### src/hw/rtl/acpr_pkg.sv
// Shared types, constants and helpers for the ARP cache with pending-packet release.
// Used by acpr_ctrl, acpr_dp, arp_cache_pending_release_core and acpr_checker.
`default_nettype none

package acpr_pkg;

    localparam int CACHE_ENTRIES_DEF = 64;
    localparam int QUEUE_DEPTH_DEF   = 32;
    localparam int NUM_PORTS         = 4;

    typedef enum logic [2:0] {
        KIND_HIT      = 3'd0,
        KIND_QUEUED   = 3'd1,
        KIND_DROPPED  = 3'd2,
        KIND_STORED   = 3'd3,
        KIND_FULL     = 3'd4,
        KIND_RELEASED = 3'd5
    } kind_t;

    typedef struct packed {
        logic        action;
        logic [31:0] next_hop_ip;
        logic [1:0]  port;
        logic [9:0]  packet_tag;
        logic [47:0] sender_mac;
    } in_t;

    typedef struct packed {
        kind_t       kind;
        logic [9:0]  out_tag;
        logic [1:0]  out_port;
        logic [31:0] target_ip;
        logic [47:0] dest_mac;
        logic        last;
    } out_t;

    typedef enum logic [2:0] {
        ST_IDLE,
        ST_LOOK,
        ST_EMIT,
        ST_STORE,
        ST_CNT,
        ST_HEAD,
        ST_RREAD,
        ST_RCHK
    } state_t;

    // Controller to datapath commands
    typedef struct packed {
        logic  load;
        logic  look_step;
        logic  store;
        logic  push;
        logic  cnt_step;
        logic  rel_init;
        logic  rel_read;
        logic  rel_adv;
        logic  rel_keep;
        logic  commit;
        logic  emit;
        kind_t kind;
    } cmd_t;

    // Datapath to controller status
    typedef struct packed {
        logic action;
        logic look_hit;
        logic look_done;
        logic q_full;
        logic c_full;
        logic cnt_done;
        logic rel_zero;
        logic q_end;
        logic rel_match;
        logic out_free;
    } stat_t;

    // Reduce an interface number modulo NUM_PORTS (input is below four)
    function automatic logic [1:0] port_mod(input logic [1:0] p);
        logic [8:0] r;
        r = {7'd0, p};
        for (int k = 0; k < 3; k++) begin
            if (r >= 9'(NUM_PORTS))
            begin
                r = r - 9'(NUM_PORTS);
            end
        end
        return r[1:0];
    endfunction

endpackage

`default_nettype wire

### src/hw/rtl/acpr_ctrl.sv
// Controller state machine for the ARP cache with pending-packet release.
// Depends on acpr_pkg; drives acpr_dp through cmd_t and reads stat_t.
`default_nettype none

module acpr_ctrl (
    input  wire logic            clk,
    input  wire logic            rst_n,
    input  wire logic            req_valid,
    output logic                 req_stall,
    input  wire acpr_pkg::stat_t st,
    output acpr_pkg::cmd_t       cmd
);

    acpr_pkg::state_t state_reg, state_next;
    acpr_pkg::kind_t  kind_reg, kind_next;

    always_ff @(posedge clk or negedge rst_n)
    begin
        if (!rst_n)
        begin
            state_reg <= acpr_pkg::ST_IDLE;
            kind_reg  <= acpr_pkg::KIND_HIT;
        end
        else
        begin
            state_reg <= state_next;
            kind_reg  <= kind_next;
        end
    end

    always_comb
    begin
        state_next = state_reg;
        kind_next  = kind_reg;
        cmd        = '0;
        cmd.kind   = kind_reg;
        req_stall  = 1'b1;
        unique case (state_reg)
            acpr_pkg::ST_IDLE:
            begin
                req_stall = 1'b0;
                if (req_valid)
                begin
                    cmd.load   = 1'b1;
                    state_next = st.action ? acpr_pkg::ST_STORE : acpr_pkg::ST_LOOK;
                end
            end
            acpr_pkg::ST_LOOK:
            begin
                cmd.look_step = 1'b1;
                if (st.look_hit)
                begin
                    kind_next  = acpr_pkg::KIND_HIT;
                    state_next = acpr_pkg::ST_EMIT;
                end
                else if (st.look_done)
                begin
                    kind_next  = st.q_full ? acpr_pkg::KIND_DROPPED : acpr_pkg::KIND_QUEUED;
                    state_next = acpr_pkg::ST_EMIT;
                end
            end
            acpr_pkg::ST_EMIT:
            begin
                if (st.out_free)
                begin
                    cmd.emit   = 1'b1;
                    cmd.push   = (kind_reg == acpr_pkg::KIND_QUEUED);
                    state_next = acpr_pkg::ST_IDLE;
                end
            end
            acpr_pkg::ST_STORE:
            begin
                cmd.store  = 1'b1;
                kind_next  = st.c_full ? acpr_pkg::KIND_FULL : acpr_pkg::KIND_STORED;
                state_next = acpr_pkg::ST_CNT;
            end
            acpr_pkg::ST_CNT:
            begin
                cmd.cnt_step = 1'b1;
                if (st.cnt_done)
                begin
                    state_next = acpr_pkg::ST_HEAD;
                end
            end
            acpr_pkg::ST_HEAD:
            begin
                if (st.out_free)
                begin
                    cmd.emit     = 1'b1;
                    cmd.rel_init = 1'b1;
                    state_next   = st.rel_zero ? acpr_pkg::ST_IDLE : acpr_pkg::ST_RREAD;
                end
            end
            acpr_pkg::ST_RREAD:
            begin
                if (st.q_end)
                begin
                    cmd.commit = 1'b1;
                    state_next = acpr_pkg::ST_IDLE;
                end
                else
                begin
                    cmd.rel_read = 1'b1;
                    state_next   = acpr_pkg::ST_RCHK;
                end
            end
            acpr_pkg::ST_RCHK:
            begin
                if (st.rel_match)
                begin
                    if (st.out_free)
                    begin
                        cmd.emit    = 1'b1;
                        cmd.kind    = acpr_pkg::KIND_RELEASED;
                        cmd.rel_adv = 1'b1;
                        state_next  = acpr_pkg::ST_RREAD;
                    end
                end
                else
                begin
                    cmd.rel_keep = 1'b1;
                    state_next   = acpr_pkg::ST_RREAD;
                end
            end
            default:
            begin
                state_next = acpr_pkg::ST_IDLE;
            end
        endcase
    end

endmodule

`default_nettype wire

### config.mk
export PLATFORM = sky130hd
export DESIGN_NAME = acpr_ctrl
export DESIGN_NICKNAME = d
export VERILOG_FILES = /design/src/hw/rtl/acpr_pkg.sv /design/src/hw/rtl/acpr_ctrl.sv
export SDC_FILE = /design/constraint.sdc
export NUM_CORES = 1
export LEC_CHECK = 0
export ABC_CLOCK_PERIOD_IN_PS = 1600
export BUFFER_PORTS_ARGS = -buffer_cell sky130_fd_sc_hd__buf_2
export CAP_MARGIN = 15
export CORE_MARGIN = 3
export CORE_UTILIZATION = 39
export CTS_CLUSTER_SIZE = 28
export DETAILED_ROUTE_END_ITERATION = 7
export MAX_ROUTING_LAYER = met4
export PLACE_DENSITY = 0.78
export SYNTH_ARGS = -nofsm -noshare
export SYNTH_HDL_FRONTEND = slang
export SYNTH_SLANG_ARGS = --single-unit
### constraint.sdc
create_clock -name clk -period 1.6 [get_ports clk]
set_clock_uncertainty 0.2 [all_clocks]
set_input_delay 0.24 -clock clk [delete_from_list [all_inputs] [get_ports clk]]
set_output_delay 0.24 -clock clk [all_outputs]
set_load 0.05 [all_outputs]
### Word-level counts from Yosys, hierarchy flattened

Index checks and enable logic that the tools add are counted.
Widths: inputs -> output; s select.

* bits in registers: 6
* bits in read-only memories: 0
* output and inout bits: 15
* memories kept: 0
* RAM bits: 0
* word-level logic and storage cells: 59
* latch bits: 0
* bits of input ports: 13

* bitwise logic cells: 0
* add/sub/neg operators: 0
* mux-type cells: 38
* divide/modulo/power cells: 0
* eq/ne operators: 14
* magnitude comparators: 0
* multipliers: 0
* shift operators: 0
* reduce and logical (&&, ||, !) cells: 5

Operator list (count)
* $mux 3: 14
* $pmux 3 s8: 1
* $mux 1: 16
* $eq 3x3->1 const B: 4
* $mux 4: 2
* $ne 2x2->1 const B: 4
* $eq 3x1->1 const B: 2
* $eq 3x2->1 const B: 2
* $mux 2: 3
* $ne 3x3->1 const B: 2
* $pmux 3 s2: 1
* $reduce_and 6->1: 1
* $logic_not 3->1: 1
* $pmux 1 s2: 1
* $reduce_and 2->1: 1
* $reduce_bool 2->1: 1
* $reduce_or 2->1: 1

### Depth between registers and ports, before layout

* word-level depth: 4
* depth in mapped cells: 6
* gate-level depth less buffers: 4

### Worst setup path after synthesis

No wires, ideal clock.

* kind: flip-flop to output port
* start point: reg state_reg[0]
* end point: out cmd[13] (netlist name)
* arrival: 1942 ps
* required time: 1160 ps
* slack: -782 ps
* buffers on the path: 2
* stages on the path, launching flop included: 5
* cell sequence: dfrtp_1 > buf_4 > buf_2 > or3_1 > nor2_1

RTL lines
* from (decl): RTL line acpr_ctrl.sv:14 `acpr_pkg::state_t state_reg, state_next;`
* from (signal assigned): RTL line acpr_ctrl.sv:21 `state_reg <= acpr_pkg::ST_IDLE;`
* from (signal assigned): RTL line acpr_ctrl.sv:26 `state_reg <= state_next;`
* to (decl): RTL line acpr_ctrl.sv:11 `output acpr_pkg::cmd_t cmd`

==> run metrics <==
max-slew violation count 0; leading cell types by count after synthesis nor2_1 (13), nor2b_1 (7), dfrtp_1 (6), nand2_1 (5); Compound-Gate Fraction of Synth Area 0.197; Yosys top cell by area dfrtp_1; final instance area 1220 um^2; Tot GR Track Use 0.287; post-synthesis async set-or-reset flop share 1.00; Post-DP Area 898 um^2; ys flop type dfrtp_1; die area 1920 um^2; Worst Setup Start Kind register; Yosys Warn Count 0; initial antenna violation count 0; CP peak stage delay 420 ps; WP data arrival 1460 ps; Max-cap violations 0; Top Ports 28; CP delay by family, top simple AND/OR/NAND/NOR gates; first drt pass iteration count 4; register area 153 um^2; pin count of the biggest net entering global routing 9; core box area 1320 um^2; Seq pwr share 0.128; Synth cell types 28; Clock Power Share 0.055; Initial Util 0.425; power share of the combinational group 0.817; drt drc 0; DR vias 763; fin util 0.928; Synth Area in Adders 0; crit path cell chain buf_12, or3_4, nor2_4, buf_8; IO Port Bufs 27; critical path capture point type primary output; Post-Syn Nets 84; critical path type register to primary output; status finished, violations left; Num CTS Buffers 3; Tmin final 1900 ps; largest family of logic cells by synthesized area simple AND/OR/NAND/NOR gates; top area cells in the synthesized netlist dfrtp_1 (27%), nor2_1 (8.7%), mux2_4 (8.1%); Hold Path Depth 3; hold slack 90.5 ps; Final Hold Vio Count 0; area grow syn2layout 119%; reg2reg setup slack -230 ps; mean number of vias per cell 5.69; FILL cells 44; CTS max path bufs 2; Tot Pwr 2.80 mW; std cell rows 13; count leader, synth nor2_1; failing checks setup timing; post-synth top area share 0.268; layout cells sized above 1 0.756; hold endpoint kind_reg[2]; setup slack at placement -154 ps; Buffers & Inverters on Critical Path 2; xor and xnor area share after synthesis 0; area of the multi-input gates 554 um^2; Die H 43.9 um; unrepaired setup endpoints after global routing yes; Critical-path top delay cell dfrtp_1; reg2reg path depth 6; Non-Filler Instances 134; CTS tree yes; Critical Path RT 1160 ps; wirelength, routed 2770 um; dpl cells 123; Die X 43.9 um; Cell Int Power 1.41 mW; antenna violation net count after detailed routing 0; number of inserted diodes 0; Max VDD drop 1.61 mV; worst hold start st[5]; max frequency 525 MHz; Final period util 1.19; root buffer cell clkbuf_4; Switch Pwr 1.39 mW; clock network latency to the later pin of the worst-skew pair 270 ps; clock-pin slew on the worst setup and hold paths 40 ps; fin nets 134; first-pass GRT wire length 3800 um; Avg Inst Size Synth 7.88 um^2; Reg2Reg Capture Point state_reg[1]; simple-gate share of the synthesized area 0.374; register area share after synthesis 0.268; setup TNS -4010 ps; worst r2r src state_reg[0]; Pwr Density 2290 nW/um^2; routed len/inst 20.7 um; post-synthesis mux area share 0.0805; Worst Path Max Fanout 7; pin slew with the least headroom to its limit 301 ps; Sw Share 0.495; flops & latches, synth 6; Congestion Overflow GR 0; cell area after synthesis 559 um^2; H-tree levels 1; Tightest Hold Check Type primary input to register; vias in the first global route 809; Setup-failing EPs final 20; Sink Count 6; Post-synth EDFFs 0; RD Place Congestion 0.736; worst setup margin -304 ps; worst rel slew slack 0.797; DR iter-0 viols 33; Leak 0.547 nW; HPWL Detailed 1200 um; Synth Instances 71
[worst reg2reg max path: stages, from the launching register on]
cell and delay [ps]:
dfrtp_1 420, buf_12 160, buf_4 140, nor3b_4 140, o21ai_2 180, o211ai_4 140
mux2_4 320
[final cells by class]
cell class,count,area share
Inverter,4,0.0123
Tap cell,15,0.0154
Timing Repair Buffer,50,0.376
Sequential cell,6,0.125
Multi-Input combinational cell,56,0.453
Clock buffer,3,0.0184
[worst max-delay path by stage]
stage / slack [ps] / from / depth (start not counted) / to
after floorplan: -250 / state_reg[0] / 4 / cmd[13]
after global placement: -130 / state_reg[2] / 3 / cmd[13]
after detailed placement: -150 / state_reg[2] / 4 / state_reg[1]
after CTS: -240 / state_reg[0] / 4 / cmd[13]
after global routing: -330 / state_reg[0] / 4 / cmd[13]
final: -300 / state_reg[0] / 4 / cmd[13]
[logic make-up (layout without fill, tap and decap cells)]
logic type | after synthesis | count (layout)
and+or+nand+nor | 38 | 38
AOI/OAI and AO/OA | 15 | 15
buffers and inverters | 9 | 57
DFF | 6 | 6
muxes | 3 | 3
[layer usage]
layer	vias to the layer above	part of all wire	GRT usage	routed length, um
met4	0	0.036	0.133	101
li1	340	-	-	-
met3	15	0.065	0.0373	181
met2	48	0.50	0.477	1390
met5	-	0	-	0
met1	360	0.40	0.339	1100
[layout by cell type (no fill, tap or decap), types with 2 or more instances in the layout]
cell and instances:
nor2b_1 3, nand2_4 2, nor2_1 3, buf_4 13, dfrtp_2 2, buf_8 5, o21ai_4 2, o21ai_1 3
nor2b_2 2, clkbuf_4 3, nand2_1 3, nor2b_4 2, buf_2 13, or3_4 2, nor3_2 2, buf_6 17
nor2_4 10, a21oi_1 2, nor3b_4 2, mux2_4 3, dfrtp_1 4, inv_1 4
[power by group through the flow]
stage / combinational [mW] / sequential [mW] / clock (mW)
4_1_cts: 2.03 / 0.344 / 0.138
3_3_place_gp: 1.57 / 0.332 / 0
2_1_floorplan: 1.19 / 0.284 / 0
5_1_grt: 2.37 / 0.359 / 0.163
6_report: 2.29 / 0.358 / 0.153
3_5_place_dp: 1.59 / 0.337 / 0
[repair_timing]
action,4_1_cts,5_1_grt
buffers inserted,6,1
hold buffers,1,0
endpoints found under the hold margin,6,0
endpoints found under the setup margin,20,20
pin swaps,8,5
resized for setup,54,16
Note: power is estimated with default switching activity, not from simulation.
